===== src/hdl/wav_header_validator_defines.svh =====
// ---------------------------------------------------------------------------
// wav_header_validator_defines
// Assertion macros shared by the RIFF/WAVE checker RTL.
// ---------------------------------------------------------------------------
`ifndef WAV_HEADER_VALIDATOR_DEFINES_SVH
`define WAV_HEADER_VALIDATOR_DEFINES_SVH

// Same-cycle implication, sampled on clk, off while rst_n is low
`define WAVV_ASSERT_IMPL(name, ante, cons, msg) \
  name: assert property (@(posedge clk) disable iff (!rst_n) (ante) |-> (cons)) \
    else $error(msg);

// Next-cycle implication, sampled on clk, off while rst_n is low
`define WAVV_ASSERT_NEXT(name, ante, cons, msg) \
  name: assert property (@(posedge clk) disable iff (!rst_n) (ante) |=> (cons)) \
    else $error(msg);

`endif


===== src/hdl/wavv_pkg.sv =====
// ---------------------------------------------------------------------------
// wavv_pkg
// Types, tags and codes shared by the RIFF/WAVE format checker.
// ---------------------------------------------------------------------------
`default_nettype none

package wavv_pkg;

  // Default chunk size width
  localparam int SIZE_WIDTH_DEF = 32;

  // Chunk and file tags, first byte in the top lane
  localparam logic [31:0] TAG_RIFF = 32'h5249_4646;
  localparam logic [31:0] TAG_WAVE = 32'h5741_5645;
  localparam logic [31:0] TAG_FMT  = 32'h666D_7420;
  localparam logic [31:0] TAG_DATA = 32'h6461_7461;

  // Format tags
  localparam logic [15:0] FMT_PCM   = 16'h0001;
  localparam logic [15:0] FMT_FLOAT = 16'h0003;
  localparam logic [15:0] FMT_ALAW  = 16'h0006;
  localparam logic [15:0] FMT_MULAW = 16'h0007;
  localparam logic [15:0] FMT_EXT   = 16'hFFFE;

  // Extensible layout limits
  localparam logic [15:0] EXT_CB_MIN    = 16'd22;
  localparam logic [5:0]  EXT_LAST_OFF  = 6'd39;  // offset of the 40th body byte
  localparam logic [5:0]  GUID_FIRST    = 6'd26;
  localparam logic [5:0]  FMT_MIN_LEN   = 6'd16;
  localparam logic [5:0]  IDX_MAX       = 6'd63;

  // Fixed tail of the subformat GUID, body offsets 26 to 39
  localparam logic [7:0] GUID_TAIL [14] = '{
    8'h00, 8'h00, 8'h00, 8'h00, 8'h10, 8'h00, 8'h80, 8'h00,
    8'h00, 8'hAA, 8'h00, 8'h38, 8'h9B, 8'h71
  };

  // Verdict codes
  localparam logic [2:0] FAIL_NONE    = 3'd0;
  localparam logic [2:0] FAIL_FORM    = 3'd1;
  localparam logic [2:0] FAIL_OVERRUN = 3'd2;
  localparam logic [2:0] FAIL_EXT     = 3'd3;
  localparam logic [2:0] FAIL_ZERO    = 3'd4;
  localparam logic [2:0] FAIL_UNSUP   = 3'd5;
  localparam logic [2:0] FAIL_NODATA  = 3'd6;

  // Parser phases
  typedef enum logic [2:0] {
    PH_PREFIX,
    PH_HEADER,
    PH_BODY,
    PH_PAD,
    PH_HALT
  } phase_t;

  // Parser to fmt unit controls
  typedef struct packed {
    logic       clear;      // end of file, back to reset values
    logic       fmt_clear;  // fmt chunk header done, clear fields
    logic       cap_en;     // fmt body byte present
    logic       commit_en;  // fmt chunk ends on this byte
    logic [5:0] off;        // body offset of this byte
    logic [7:0] data;
  } fmt_ctrl_t;

  // Fmt unit to parser status
  typedef struct packed {
    logic ext_fail;   // extensible layout check fails
    logic zero_fail;  // zero channels or zero rate
    logic supported;  // support flag after this byte
  } fmt_stat_t;

endpackage

`default_nettype wire


===== src/hdl/wavv_if.sv =====
// ---------------------------------------------------------------------------
// wavv_if
// Valid/ready channels: file bytes in, verdicts out.
// ---------------------------------------------------------------------------
`default_nettype none

interface wavv_in_if;
  logic       valid;
  logic       ready;
  logic [7:0] byte_value;
  logic       final_byte;

  modport source (output valid, output byte_value, output final_byte, input ready);
  modport sink   (input valid, input byte_value, input final_byte, output ready);
endinterface

interface wavv_out_if;
  logic       valid;
  logic       ready;
  logic       accepted;
  logic [2:0] fail_reason;

  modport source (output valid, output accepted, output fail_reason, input ready);
  modport sink   (input valid, input accepted, input fail_reason, output ready);
endinterface

`default_nettype wire


===== src/hdl/wav_header_validator.sv =====
// ---------------------------------------------------------------------------
// wav_header_validator
// Byte-stream RIFF/WAVE checker: walks chunks, checks the fmt chunk and
// gives one verdict on the last byte of each file.
// ---------------------------------------------------------------------------
//   Channel  Dir  Payload                       Transfer
//   in_ch    in   byte_value[8], final_byte[1]  valid & ready
//   out_ch   out  accepted[1], fail_reason[3]   valid & ready
//
// One byte per cycle; every byte is parsed in the cycle it transfers.
// The verdict is registered and appears in the cycle after the final byte
// and sits in the output register until taken; in_ch stalls only while
// that register is full and out_ch.ready is low. Reset is synchronous;
// after each verdict the parser starts a new file.
// ---------------------------------------------------------------------------
`default_nettype none
`include "wav_header_validator_defines.svh"

module wav_header_validator
  import wavv_pkg::*;
#(
  parameter int SIZE_WIDTH = SIZE_WIDTH_DEF
) (
  input  wire logic   clk,
  input  wire logic   rst_n,
  wavv_in_if.sink     in_ch,
  wavv_out_if.source  out_ch
);

  localparam logic [32:0] SIZE_LIM = 33'(1) << SIZE_WIDTH;
  localparam logic [31:0] HI_MASK  = ~(SIZE_LIM[31:0] - 32'd1);

  phase_t                phase_r, phase_nxt;
  logic [5:0]            idx_r,   idx_nxt;
  logic [31:0]           tag_r,   tag_nxt;
  logic [SIZE_WIDTH-1:0] rem_r,   rem_nxt;
  logic                  odd_r,   odd_nxt;
  logic                  over_r,  over_nxt;
  logic                  audio_r, audio_nxt;
  logic [2:0]            fail_r,  fail_nxt;

  logic                  out_valid_r, out_valid_nxt;
  logic                  out_acc_r;
  logic [2:0]            out_reason_r;

  logic                  in_fire;
  logic                  last;
  logic [5:0]            idx_inc;
  logic [31:0]           lane;
  logic [2:0]            reason;
  fmt_ctrl_t             fctl;
  fmt_stat_t             fstat;

  assign in_ch.ready = !out_valid_r || out_ch.ready;
  assign in_fire     = in_ch.valid && in_ch.ready;
  assign last        = in_ch.final_byte;

  assign out_ch.valid       = out_valid_r;
  assign out_ch.accepted    = out_acc_r;
  assign out_ch.fail_reason = out_reason_r;

  wavv_fmt_unit u_fmt (
    .clk   (clk),
    .rst_n (rst_n),
    .ctrl  (fctl),
    .stat  (fstat)
  );

  // Parse one byte: phase walk, chunk bookkeeping, verdict
  always_comb begin
    phase_nxt = phase_r;
    idx_nxt   = idx_r;
    tag_nxt   = tag_r;
    rem_nxt   = rem_r;
    odd_nxt   = odd_r;
    over_nxt  = over_r;
    audio_nxt = audio_r;
    fail_nxt  = fail_r;
    idx_inc   = idx_r + 6'd1;
    lane      = 32'(in_ch.byte_value) << {idx_r[1:0], 3'b000};
    fctl      = '0;
    fctl.off  = idx_r;
    fctl.data = in_ch.byte_value;

    unique case (phase_r)
      PH_PREFIX: begin
        tag_nxt = {tag_r[23:0], in_ch.byte_value};
        idx_nxt = idx_inc;
        if (idx_inc == 6'd4 && tag_nxt != TAG_RIFF) begin
          fail_nxt  = FAIL_FORM;
          phase_nxt = PH_HALT;
        end else if (idx_inc == 6'd12) begin
          if (tag_nxt != TAG_WAVE) begin
            fail_nxt  = FAIL_FORM;
            phase_nxt = PH_HALT;
          end else begin
            phase_nxt = PH_HEADER;
            idx_nxt   = '0;
            tag_nxt   = '0;
            rem_nxt   = '0;
          end
        end
      end
      PH_HEADER: begin
        if (idx_r < 6'd4) begin
          tag_nxt = {tag_r[23:0], in_ch.byte_value};
        end else begin
          rem_nxt  = rem_r | lane[SIZE_WIDTH-1:0];
          over_nxt = over_r | (|(lane & HI_MASK));
        end
        idx_nxt = idx_inc;
        // Header complete: size check, then enter the body, or the next header if the chunk is empty
        if (idx_inc >= 6'd8) begin
          idx_nxt  = '0;
          odd_nxt  = rem_nxt[0];
          over_nxt = 1'b0;
          if (over_r || (|(lane & HI_MASK))) begin
            fail_nxt  = FAIL_OVERRUN;
            phase_nxt = PH_HALT;
          end else begin
            fctl.fmt_clear = (tag_r == TAG_FMT);
            if (tag_r == TAG_DATA && rem_nxt != '0) begin
              audio_nxt = 1'b1;
            end
            phase_nxt = PH_BODY;
            if (rem_nxt == '0) begin
              phase_nxt = PH_HEADER;
              tag_nxt   = '0;
            end
          end
        end
      end
      PH_BODY: begin
        fctl.cap_en = (tag_r == TAG_FMT);
        idx_nxt     = (idx_r == IDX_MAX) ? idx_r : idx_inc;
        rem_nxt     = rem_r - SIZE_WIDTH'(1);
        // Chunk end: commit fmt, then halt on a failure, else pad or next header
        if (rem_nxt == '0) begin
          fctl.commit_en = (tag_r == TAG_FMT) && (idx_nxt >= FMT_MIN_LEN);
          if (fctl.commit_en && (fstat.ext_fail || fstat.zero_fail)) begin
            fail_nxt  = fstat.ext_fail ? FAIL_EXT : FAIL_ZERO;
            phase_nxt = PH_HALT;
          end else begin
            phase_nxt = odd_r ? PH_PAD : PH_HEADER;
            idx_nxt   = '0;
            tag_nxt   = '0;
          end
        end
      end
      PH_PAD: begin
        phase_nxt = PH_HEADER;
        idx_nxt   = '0;
      end
      PH_HALT: begin
      end
      default: begin
      end
    endcase

    // Verdict from the state after this byte
    if (fail_nxt != FAIL_NONE) begin
      reason = fail_nxt;
    end else if (phase_nxt == PH_PREFIX) begin
      reason = FAIL_FORM;
    end else if (phase_nxt == PH_BODY && rem_nxt != '0) begin
      reason = FAIL_OVERRUN;
    end else if (!fstat.supported) begin
      reason = FAIL_UNSUP;
    end else if (!audio_nxt) begin
      reason = FAIL_NODATA;
    end else begin
      reason = FAIL_NONE;
    end

    // Drop all parse state after the last byte
    if (last) begin
      phase_nxt  = PH_PREFIX;
      idx_nxt    = '0;
      tag_nxt    = '0;
      rem_nxt    = '0;
      odd_nxt    = 1'b0;
      over_nxt   = 1'b0;
      audio_nxt  = 1'b0;
      fail_nxt   = FAIL_NONE;
      fctl.clear = 1'b1;
    end

    // Only a transfer moves the fmt unit
    if (!in_fire) begin
      fctl.clear     = 1'b0;
      fctl.fmt_clear = 1'b0;
      fctl.cap_en    = 1'b0;
      fctl.commit_en = 1'b0;
    end

    // Output register: load on last byte, release on transfer
    if (in_fire && last) begin
      out_valid_nxt = 1'b1;
    end else if (out_ch.ready) begin
      out_valid_nxt = 1'b0;
    end else begin
      out_valid_nxt = out_valid_r;
    end
  end

  // Parser state
  always_ff @(posedge clk) begin
    if (!rst_n) begin
      phase_r <= PH_PREFIX;
      idx_r   <= '0;
      tag_r   <= '0;
      rem_r   <= '0;
      odd_r   <= 1'b0;
      over_r  <= 1'b0;
      audio_r <= 1'b0;
      fail_r  <= FAIL_NONE;
    end else if (in_fire) begin
      phase_r <= phase_nxt;
      idx_r   <= idx_nxt;
      tag_r   <= tag_nxt;
      rem_r   <= rem_nxt;
      odd_r   <= odd_nxt;
      over_r  <= over_nxt;
      audio_r <= audio_nxt;
      fail_r  <= fail_nxt;
    end
  end

  // Result register
  always_ff @(posedge clk) begin
    if (!rst_n) begin
      out_valid_r <= 1'b0;
    end else begin
      out_valid_r <= out_valid_nxt;
    end
  end

  always_ff @(posedge clk) begin
    if (in_fire && last) begin
      out_acc_r    <= (reason == FAIL_NONE);
      out_reason_r <= reason;
    end
  end

  `WAVV_ASSERT_IMPL(a_stall_blocks_in, out_valid_r && !out_ch.ready, !in_ch.ready,
    "input taken while a verdict is blocked")
  `WAVV_ASSERT_IMPL(a_verdict_agree, out_valid_r, out_acc_r == (out_reason_r == FAIL_NONE),
    "accepted flag disagrees with fail reason")
  `WAVV_ASSERT_IMPL(a_halt_has_code, phase_r == PH_HALT, fail_r != FAIL_NONE,
    "halted parser without a failure code")
  `WAVV_ASSERT_IMPL(a_body_nonempty, phase_r == PH_BODY, rem_r != '0,
    "chunk body phase with nothing remaining")
  `WAVV_ASSERT_NEXT(a_last_gives_verdict, in_fire && last, out_valid_r && phase_r == PH_PREFIX,
    "last byte did not load a verdict and restart")

endmodule

`default_nettype wire


===== src/hdl/wavv_fmt_unit.sv =====
// ---------------------------------------------------------------------------
// wavv_fmt_unit
// Captures fmt chunk fields byte by byte and evaluates them at chunk end.
// ---------------------------------------------------------------------------
`default_nettype none

module wavv_fmt_unit
  import wavv_pkg::*;
(
  input  wire logic      clk,
  input  wire logic      rst_n,
  input  wire fmt_ctrl_t ctrl,
  output fmt_stat_t      stat
);

  logic [15:0] fmt_tag_r,  fmt_tag_nxt;
  logic [15:0] chan_r,     chan_nxt;
  logic [31:0] rate_r,     rate_nxt;
  logic [15:0] bits_r,     bits_nxt;
  logic [15:0] cb_r,       cb_nxt;
  logic [15:0] sub_r,      sub_nxt;
  logic        guid_ok_r,  guid_ok_nxt;
  logic        sup_r,      sup_nxt;

  logic [3:0]  gidx;
  logic        is_ext;
  logic [15:0] eff_fmt;
  logic        sup_calc;

  // Clear on fmt_clear, else capture the current byte into its field lane or check it against the GUID tail
  always_comb begin
    fmt_tag_nxt = fmt_tag_r;
    chan_nxt    = chan_r;
    rate_nxt    = rate_r;
    bits_nxt    = bits_r;
    cb_nxt      = cb_r;
    sub_nxt     = sub_r;
    guid_ok_nxt = guid_ok_r;
    gidx        = 4'(ctrl.off - GUID_FIRST);
    if (ctrl.fmt_clear) begin
      fmt_tag_nxt = '0;
      chan_nxt    = '0;
      rate_nxt    = '0;
      bits_nxt    = '0;
      cb_nxt      = '0;
      sub_nxt     = '0;
      guid_ok_nxt = 1'b1;
    end else if (ctrl.cap_en) begin
      case (ctrl.off)
        6'd0:  fmt_tag_nxt[7:0]  = ctrl.data;
        6'd1:  fmt_tag_nxt[15:8] = ctrl.data;
        6'd2:  chan_nxt[7:0]     = ctrl.data;
        6'd3:  chan_nxt[15:8]    = ctrl.data;
        6'd4:  rate_nxt[7:0]     = ctrl.data;
        6'd5:  rate_nxt[15:8]    = ctrl.data;
        6'd6:  rate_nxt[23:16]   = ctrl.data;
        6'd7:  rate_nxt[31:24]   = ctrl.data;
        6'd14: bits_nxt[7:0]     = ctrl.data;
        6'd15: bits_nxt[15:8]    = ctrl.data;
        6'd16: cb_nxt[7:0]       = ctrl.data;
        6'd17: cb_nxt[15:8]      = ctrl.data;
        6'd24: sub_nxt[7:0]      = ctrl.data;
        6'd25: sub_nxt[15:8]     = ctrl.data;
        default: begin
          if (ctrl.off >= GUID_FIRST && ctrl.off <= EXT_LAST_OFF &&
              ctrl.data != GUID_TAIL[gidx]) begin
            guid_ok_nxt = 1'b0;
          end
        end
      endcase
    end
  end

  // Evaluate the fields as they stand after this byte
  always_comb begin
    is_ext   = (fmt_tag_nxt == FMT_EXT);
    stat.ext_fail = is_ext &&
                    (ctrl.off < EXT_LAST_OFF || cb_nxt < EXT_CB_MIN || !guid_ok_nxt);
    stat.zero_fail = (chan_nxt == '0) || (rate_nxt == '0);
    eff_fmt  = is_ext ? sub_nxt : fmt_tag_nxt;
    sup_calc = (eff_fmt == FMT_PCM &&
                (bits_nxt == 16'd8 || bits_nxt == 16'd16 ||
                 bits_nxt == 16'd24 || bits_nxt == 16'd32)) ||
               (eff_fmt == FMT_FLOAT && (bits_nxt == 16'd32 || bits_nxt == 16'd64)) ||
               ((eff_fmt == FMT_ALAW || eff_fmt == FMT_MULAW) && bits_nxt == 16'd8);
    sup_nxt  = (ctrl.commit_en && !stat.ext_fail && !stat.zero_fail) ? sup_calc : sup_r;
    stat.supported = sup_nxt;
  end

  // Hold fields; return to reset values at end of file
  always_ff @(posedge clk) begin
    if (!rst_n || ctrl.clear) begin
      fmt_tag_r <= '0;
      chan_r    <= '0;
      rate_r    <= '0;
      bits_r    <= '0;
      cb_r      <= '0;
      sub_r     <= '0;
      guid_ok_r <= 1'b1;
      sup_r     <= 1'b0;
    end else begin
      fmt_tag_r <= fmt_tag_nxt;
      chan_r    <= chan_nxt;
      rate_r    <= rate_nxt;
      bits_r    <= bits_nxt;
      cb_r      <= cb_nxt;
      sub_r     <= sub_nxt;
      guid_ok_r <= guid_ok_nxt;
      sup_r     <= sup_nxt;
    end
  end

endmodule

`default_nettype wire

===== src/flat_wrapper.sv =====
// flat-port wrapper written by rule: the top's interface ports become plain ports
module wav_header_validator_flat import wavv_pkg::*;
#(
  parameter int SIZE_WIDTH = SIZE_WIDTH_DEF
)
  (clk, rst_n, in_ch_valid, in_ch_byte_value, in_ch_final_byte, in_ch_ready, out_ch_valid, out_ch_accepted, out_ch_fail_reason, out_ch_ready);
  wavv_in_if in_ch_i ();
  wavv_out_if out_ch_i ();
  input  wire logic clk;
  input  wire logic rst_n;
  input wire logic [$bits(in_ch_i.valid)-1:0] in_ch_valid;
  input wire logic [$bits(in_ch_i.byte_value)-1:0] in_ch_byte_value;
  input wire logic [$bits(in_ch_i.final_byte)-1:0] in_ch_final_byte;
  output wire logic [$bits(in_ch_i.ready)-1:0] in_ch_ready;
  output wire logic [$bits(out_ch_i.valid)-1:0] out_ch_valid;
  output wire logic [$bits(out_ch_i.accepted)-1:0] out_ch_accepted;
  output wire logic [$bits(out_ch_i.fail_reason)-1:0] out_ch_fail_reason;
  input wire logic [$bits(out_ch_i.ready)-1:0] out_ch_ready;
  assign in_ch_i.valid = in_ch_valid;
  assign in_ch_i.byte_value = in_ch_byte_value;
  assign in_ch_i.final_byte = in_ch_final_byte;
  assign in_ch_ready = in_ch_i.ready;
  assign out_ch_valid = out_ch_i.valid;
  assign out_ch_accepted = out_ch_i.accepted;
  assign out_ch_fail_reason = out_ch_i.fail_reason;
  assign out_ch_i.ready = out_ch_ready;
  wav_header_validator #(.SIZE_WIDTH(SIZE_WIDTH)) u_core (.clk(clk), .rst_n(rst_n), .in_ch(in_ch_i), .out_ch(out_ch_i));
endmodule

===== config.mk =====
export PLATFORM = sky130hd
export DESIGN_NAME = wav_header_validator_flat
export DESIGN_NICKNAME = d
export VERILOG_FILES = /design/src/hdl/wavv_pkg.sv /design/src/hdl/wavv_if.sv /design/src/hdl/wav_header_validator.sv /design/src/hdl/wavv_fmt_unit.sv /design/src/flat_wrapper.sv
export VERILOG_INCLUDE_DIRS = /design/src /design/src/hdl
export SDC_FILE = /design/constraint.sdc
export NUM_CORES = 1
export LEC_CHECK = 0
export BUFFER_PORTS_ARGS = -buffer_cell sky130_fd_sc_hd__buf_2
export CAP_MARGIN = 30
export CELL_PAD_IN_SITES_DETAIL_PLACEMENT = 1
export CELL_PAD_IN_SITES_GLOBAL_PLACEMENT = 2
export CORE_MARGIN = 5
export CORE_UTILIZATION = 38
export DETAILED_ROUTE_END_ITERATION = 12
export PLACE_DENSITY = 0.88
export REMOVE_ABC_BUFFERS = 1
export SETUP_SLACK_MARGIN = 0.1
export SYNTH_ARGS = -nofsm -noshare
export SYNTH_HDL_FRONTEND = slang
export SYNTH_SLANG_ARGS = --single-unit

===== constraint.sdc =====
create_clock -name clk -period 4.4 [get_ports clk]
set_input_delay 0.44 -clock clk [delete_from_list [all_inputs] [get_ports clk]]
set_output_delay 0.44 -clock clk [all_outputs]
set_load 0.02 [all_outputs]

After elaboration in Yosys (flattened, before gate mapping)
Memories as Yosys holds them, arrays and structs flattened.
Cells that the tools add are included.
{"block": "totals", "register_bits": 198, "rom_bits": 128, "input_bits": 13, "output_inout_bits": 6, "wordCells": 231, "n_memories": 1}
{"memory": "(no name shown)", "words": 16, "word_bits": 8, "read_ports": 1, "rd_clocked_by_memory_dff": 0, "wr": 0, "line_no": "wavv_fmt_unit.sv:66", "source": "ctrl.data != GUID_TAIL[gidx]) begin"}
{"block": "op_classes", "addsub": 3, "n_lt_le_gt_ge": 8, "n_eq_ne": 37, "n_shift": 1, "muxes": 107, "bitwise": 2, "n_reduce_logical": 53}
{"cell": "32-bit 2-to-1 mux", "count": 18}
{"cell": "32-bit one-hot mux with 3 select lines", "count": 2}
{"cell": "16-bit 2-to-1 mux", "count": 11}
{"cell": "8-bit 2-to-1 mux", "count": 16}
{"cell": "32-bit zero test", "count": 3}
{"cell": "3-bit 2-to-1 mux", "count": 22}
{"cell": "32-bit by 31-bit equality test with 1-bit output (second input constant)", "count": 2}
{"cell": "32-bit by 31-bit inequality test with 1-bit output (second input constant)", "count": 2}
{"cell": "32-bit nonzero test", "count": 2}
{"cell": "6-bit 2-to-1 mux", "count": 8}
{"cell": "16-bit by 3-bit equality test with 1-bit output (second input constant)", "count": 2}
{"cell": "16-bit by 5-bit equality test with 1-bit output (second input constant)", "count": 2}
{"cell": "32-bit OR", "count": 1}
{"cell": "8-bit by 5-bit left shift with 32-bit output", "count": 1}
{"cell": "32-bit by 1-bit subtractor with 32-bit output (second input constant)", "count": 1}
{"cell": "6-bit by 3-bit equality test with 1-bit output (second input constant)", "count": 5}
{"cell": "6-bit by 5-bit equality test with 1-bit output (second input constant)", "count": 4}
{"cell": "6-bit one-hot mux with 4 select lines", "count": 1}
{"cell": "1-bit 2-to-1 mux", "count": 23}
{"cell": "6-bit by 4-bit equality test with 1-bit output (second input constant)", "count": 3}
{"cell": "16-bit by 1-bit equality test with 1-bit output (second input constant)", "count": 1}
{"cell": "16-bit equality test (second input constant)", "count": 1}
{"cell": "16-bit by 2-bit equality test with 1-bit output (second input constant)", "count": 1}
{"cell": "16-bit by 4-bit equality test with 1-bit output (second input constant)", "count": 1}
{"cell": "other kinds (38)", "count": 78}

Logic depth before layout (Yosys ltp)
{"block": "depth", "depth_word": 25, "ltp_mapped": 16, "depth_no_buf": 14}

Modules after synthesis
A second synthesis with hierarchy kept.
{"block": "unflattened", "hier_cells": 1588, "hier_area_um2": 12331.8}
{"module": "wav_header_validator", "n_inst": 1, "cells_per_inst": 910, "area_per_inst_um2": 6703.9, "seq_area_each_um2": 1701.6}
{"module": "wavv_fmt_unit", "n_inst": 1, "cells_per_inst": 678, "area_per_inst_um2": 5627.9, "seq_area_each_um2": 2262.2}

Worst setup path after synthesis
OpenSTA, ideal clock, no wires.
{"block": "synth_path", "path_kind": "register to register", "start": "register u_core.rem_r[0]", "end": "register u_core.tag_r[7]", "arrival_ns": 3.872, "required_ns": 4.283, "path_slack_ns": 0.411, "stages_incl_launch_ff": 15, "period_less_slack_ns": 3.989, "path_cell_list": "dfxtp_1 > inv_1 > ha_1 > buf_2 > nor4b_4 > nand4_4 > o31a_1 > or4_1 > or4_4 > nor4_4 > o2111ai_2 > nor3b_1 > o31a_1 > buf_6 > a22o_1"}
{"block": "synth_via", "elab_chain_len": 9, "word_cells_on_any_way": 13, "cone_classes": "add/sub: 1; eq/ne: 1; mux: 7; bitwise: 1; reduce/logical: 3"}
{"element": "from (decl)", "line_no": "wav_header_validator.sv:36", "source": "logic [SIZE_WIDTH-1:0] rem_r, rem_nxt;"}
{"element": "from (signal assigned)", "line_no": "wav_header_validator.sv:221", "source": "rem_r <= rem_nxt;"}
{"element": "branches (longest 9 deep; another with 32-bit by 1-bit subtractor with 32-bit output)"}
{"element": "to (signal assigned)", "line_no": "wav_header_validator.sv:220", "source": "tag_r <= tag_nxt;"}
{"element": "to (decl)", "line_no": "wav_header_validator.sv:35", "source": "logic [31:0] tag_r, tag_nxt;"}
Parallel ways; which one is timed is not known. The select of a mux whose other input is x is not followed.
A chain may end at the register's enable or synchronous reset.

Worst setup path after layout
{"block": "layout_path", "start": "register u_core.rem_r[0]", "end": "register u_core.tag_r[4]"}
Same word-level chain as after synthesis.

==> results.yml <==
placed_design:
  dpl_worst_slack_ns: 0.08813
  io_buffers: 18
  gp_congestion: 0.9923
  dp_hpwl_mm: 32.66
min_path:
  worstHoldStart: "u_core.u_fmt.rate_r[14]$_SDFF_PP0_"
  min_path_cells: 2
  holdPathEnd: "u_core.u_fmt.rate_r[14]$_SDFF_PP0_"
  min_path_type: "flop to flop"
synthesis:
  ys_types: 88
  synth_ff_type: "dfxtp_1"
  syn_area_per_cell_um2: 7.585
  synth_sequential_area_ratio: 0.3438
  synth_cells: 1520
  ys_seq_elements: 196
  syn_area_um2: 11530
  synth_edf_count: 4
  async_reset_ff_frac: 0
  ys_warn_count: 0
timing:
  tightest_slew_ns: 0.9928
  period_share: 0.9504
  relSlewSlack: 0.3357
  setup_slack_ns: 0.2184
  whs_ns: 0.4536
  rsz0062_at_grt: "yes"
  skew_ns: 0.01336
  final.min_clock_period_ns: 4.182
  finalSetupViolCount: 0
  max_freq_mhz: 239.1
  final_max_slew_viol_count: 0
  hold_viol: 0
flow_run:
  maxCapViolCount: 0
detailed_routing:
  drt_iter0_drc: 1147
  ant_nets: 0
  wl_per_cell_um: 23.66
  via_per_inst: 6.261
  drt_wl_total_mm: 46.00
  drcViolationCount: 0
  num_vias: 12171
  firstDrtPassIters: 6
status:
  status: "finished clean"
critical_path:
  cp_max_fo: 32
  worstPathRequired_ns: 4.74
  r2r_cells: 16
  crit_family: "simple AND/OR/NAND/NOR gates"
  r2r_slack_ns: 0.22
  crit_path_cell_trace: "inv_1, ha_1, nor4b_4, buf_4, and4_1, buf_4, nand2_1, o311ai_0, buf_4, nand4b_1, nor4_4, o2111ai_4, nor3b_1, o31a_1, buf_12, a22o_1"
  critPathMaxStageDelay_ns: 0.44
  slowest_stage: "nor4_4"
  cp-end-kind: "flop"
  reg2reg_to: "u_core.tag_r[4]$_SDFFE_PN0P_"
  crit_type: "flop to flop"
  cp.buffers_inverters: 5
  cp_data_arrival_time_ns: 4.52
  worstReg2RegStart: "u_core.rem_r[0]$_SDFFE_PN0P_"
  critPathLaunchType: "flop"
  crit_path_frequent_cell: "buf_4"
power:
  p_leak_nw: 4.929
  vdd_ir_drop_max_v: 0.0002737
  power_mw: 3.643
  cellPowerDensity_nw_per_um2: 279.9
global_routing:
  grt_pass1_wl_mm: 71.64
  grt_usage: 0.2692
  grt_overflow: 0
  antenna_found_initial: 2
  grt_max_degree: 53
  grt_pass1_vias: 12255
final_layout:
  final_nets: 1564
  final_core_util: 0.4369
  area_growth_pct: 12.92
  layout-drive-gt1-share: 0.1184
  diodes: 0
  nFillCells: 3682
clock_network:
  numCtsBuffers: 17
  insertion_delay_ns: 0.46
  cts_tree: "yes"
  cts_hold_buf: 0
  path_clk_slew_ns: 0.08
  cts_root_buffer: "clkbuf_16"
  h-tree-depth: 4
  cts_sinks: 196
  clk_path_buf_depth: 2
floorplan:
  die_area_um2: 33920
  chipHeight_um: 184.2
  core_um2: 29800
  start_util: 0.3869
  rows: 63
  die_width_um: 184.2
  ios: 19
## state kept, by name, summed over array words and instances (netlist names), 6 cells and up
name and count:
u_core.idx_r 6, u_core.u_fmt.bits_r 16, u_core.tag_r 32, u_core.rem_r 32, u_core.u_fmt.sub_r 16, u_core.u_fmt.cb_r 15, u_core.u_fmt.fmt_tag_r 16, u_core.u_fmt.rate_r 32
u_core.u_fmt.chan_r 16
## cells in the final DEF (no fill, tap or decap), drive strengths merged, types with 9 or more instances in the layout
cell      n
nand2   252
dfxtp   192
nor2    134
a21oi   124
buf     116
o21ai    72
nor3     52
nor4     41
a22o     38
nand3    37
inv      36
mux2i    35
and2     30
nor2b    27
nand4    27
a22oi    19
clkbuf   17
or4      17
and3     16
or3      16
a31oi    15
a211oi   13
nand4b   10
and4     10
a21boi   10
xnor2    10
o22ai    10
ha       10
nor4b    10
o31ai     9
## worst reg2reg max path, delay by kind of cell (launching register included)
kind / cells / cell delay (ns)
simple gates: 6 / 1.50
compound gates: 4 / 1.14
buf+inv: 5 / 0.89
flops: 1 / 0.32
fa+ha+maj: 1 / 0.21
## kinds of logic (layout without fill, tap and decap cells)
group,after synthesis,count (layout),share of synthesized area
and+or+nand+nor,714,714,0.3145
AOI/OAI and AO/OA,401,401,0.2311
DFF,196,196,0.3438
buffers and inverters,139,173,0.04884
muxes,42,42,0.03723
xor gates and xnor gates,18,18,0.01367
adders and majority gates,10,10,0.01085
## area by class of cell
cell class                 instances  area [um2]  area share
multi-input combinational       1185        7049      0.5415
sequential                       196        3964      0.3045
timing repair buffer             116       863.3     0.06632
tap                              390       488.0     0.03749
clock buffer                      17       425.4     0.03268
clock inverter                    15       133.9     0.01028
inverter                          25       93.84    0.007209
## Yosys cell counts, types with 26 or more instances
| cell | instances | area share |
|---|---|---|
| a22o_1 | 38 | 0.029 |
| mux2i_1 | 35 | 0.030 |
| o21ai_0 | 71 | 0.031 |
| nor2b_1 | 27 | 0.015 |
| clkbuf_1 | 92 | 0.030 |
| nand4_1 | 26 | 0.014 |
| nand3_1 | 37 | 0.016 |
| and2_1 | 29 | 0.016 |
| dfxtp_1 | 192 | 0.33 |
| nor3_1 | 49 | 0.021 |
| nand2_1 | 252 | 0.082 |
| nor2_1 | 133 | 0.043 |
| nor4_1 | 39 | 0.021 |
| a21oi_1 | 124 | 0.054 |
## per-stage QoR
stage               instance area (um2)  instances  setup TNS (ns)
finish                            13020       1944               0
CTS                               12940       1938               0
floorplan                         11060       1406          -33.98
detailed placement                12380       1905               0
global route                      13020       1944               0
global placement                  12380       1905               0
## worst max-delay path by stage
stage | start | slack, ns | endpoint | depth (start not counted)
after global placement | u_core.rem_r[1]$_SDFFE_PN0P_ | 0.21 | u_core.tag_r[9]$_SDFFE_PN0P_ | 13
after global routing | u_core.rem_r[0]$_SDFFE_PN0P_ | 0.08 | u_core.out_ch.accepted$_DFFE_PP_ | 16
final | u_core.rem_r[0]$_SDFFE_PN0P_ | 0.22 | u_core.tag_r[4]$_SDFFE_PN0P_ | 16
after floorplan | u_core.phase_r[1]$_SDFFE_PN0P_ | -0.88 | u_core.tag_r[11]$_SDFFE_PN0P_ | 11
after detailed placement | u_core.rem_r[0]$_SDFFE_PN0P_ | 0.09 | u_core.tag_r[19]$_SDFFE_PN0P_ | 13
after CTS | u_core.rem_r[0]$_SDFFE_PN0P_ | 0.12 | u_core.tag_r[25]$_SDFFE_PN0P_ | 13
## metal layers
| layer | vias to the layer above | wire, um | GRT usage | share of wire |
|---|---|---|---|---|
| met5 | - | 27 | 0 | 0.00059 |
| li1 | 5592 | - | - | - |
| met4 | 4 | 1544 | 0.09376 | 0.034 |
| met3 | 97 | 3200 | 0.05506 | 0.070 |
| met2 | 461 | 20610 | 0.4194 | 0.45 |
| met1 | 6017 | 20620 | 0.3713 | 0.45 |
## where the power goes
part	internal, mW	switching [mW]
clock network	0.752	0.802
logic	0.0755	0.219
registers	1.79	0.00846
## what timing repair did
| action | CTS | global route |
|---|---|---|
| pin swaps | 0 | 5 |
| setup endpoints to repair | 32 | 42 |
| setup buffers | 1 | 6 |
| hold endpoints to repair | 0 | 0 |
| gates resized for setup | 0 | 7 |
Power figures use the tool's default switching activity.
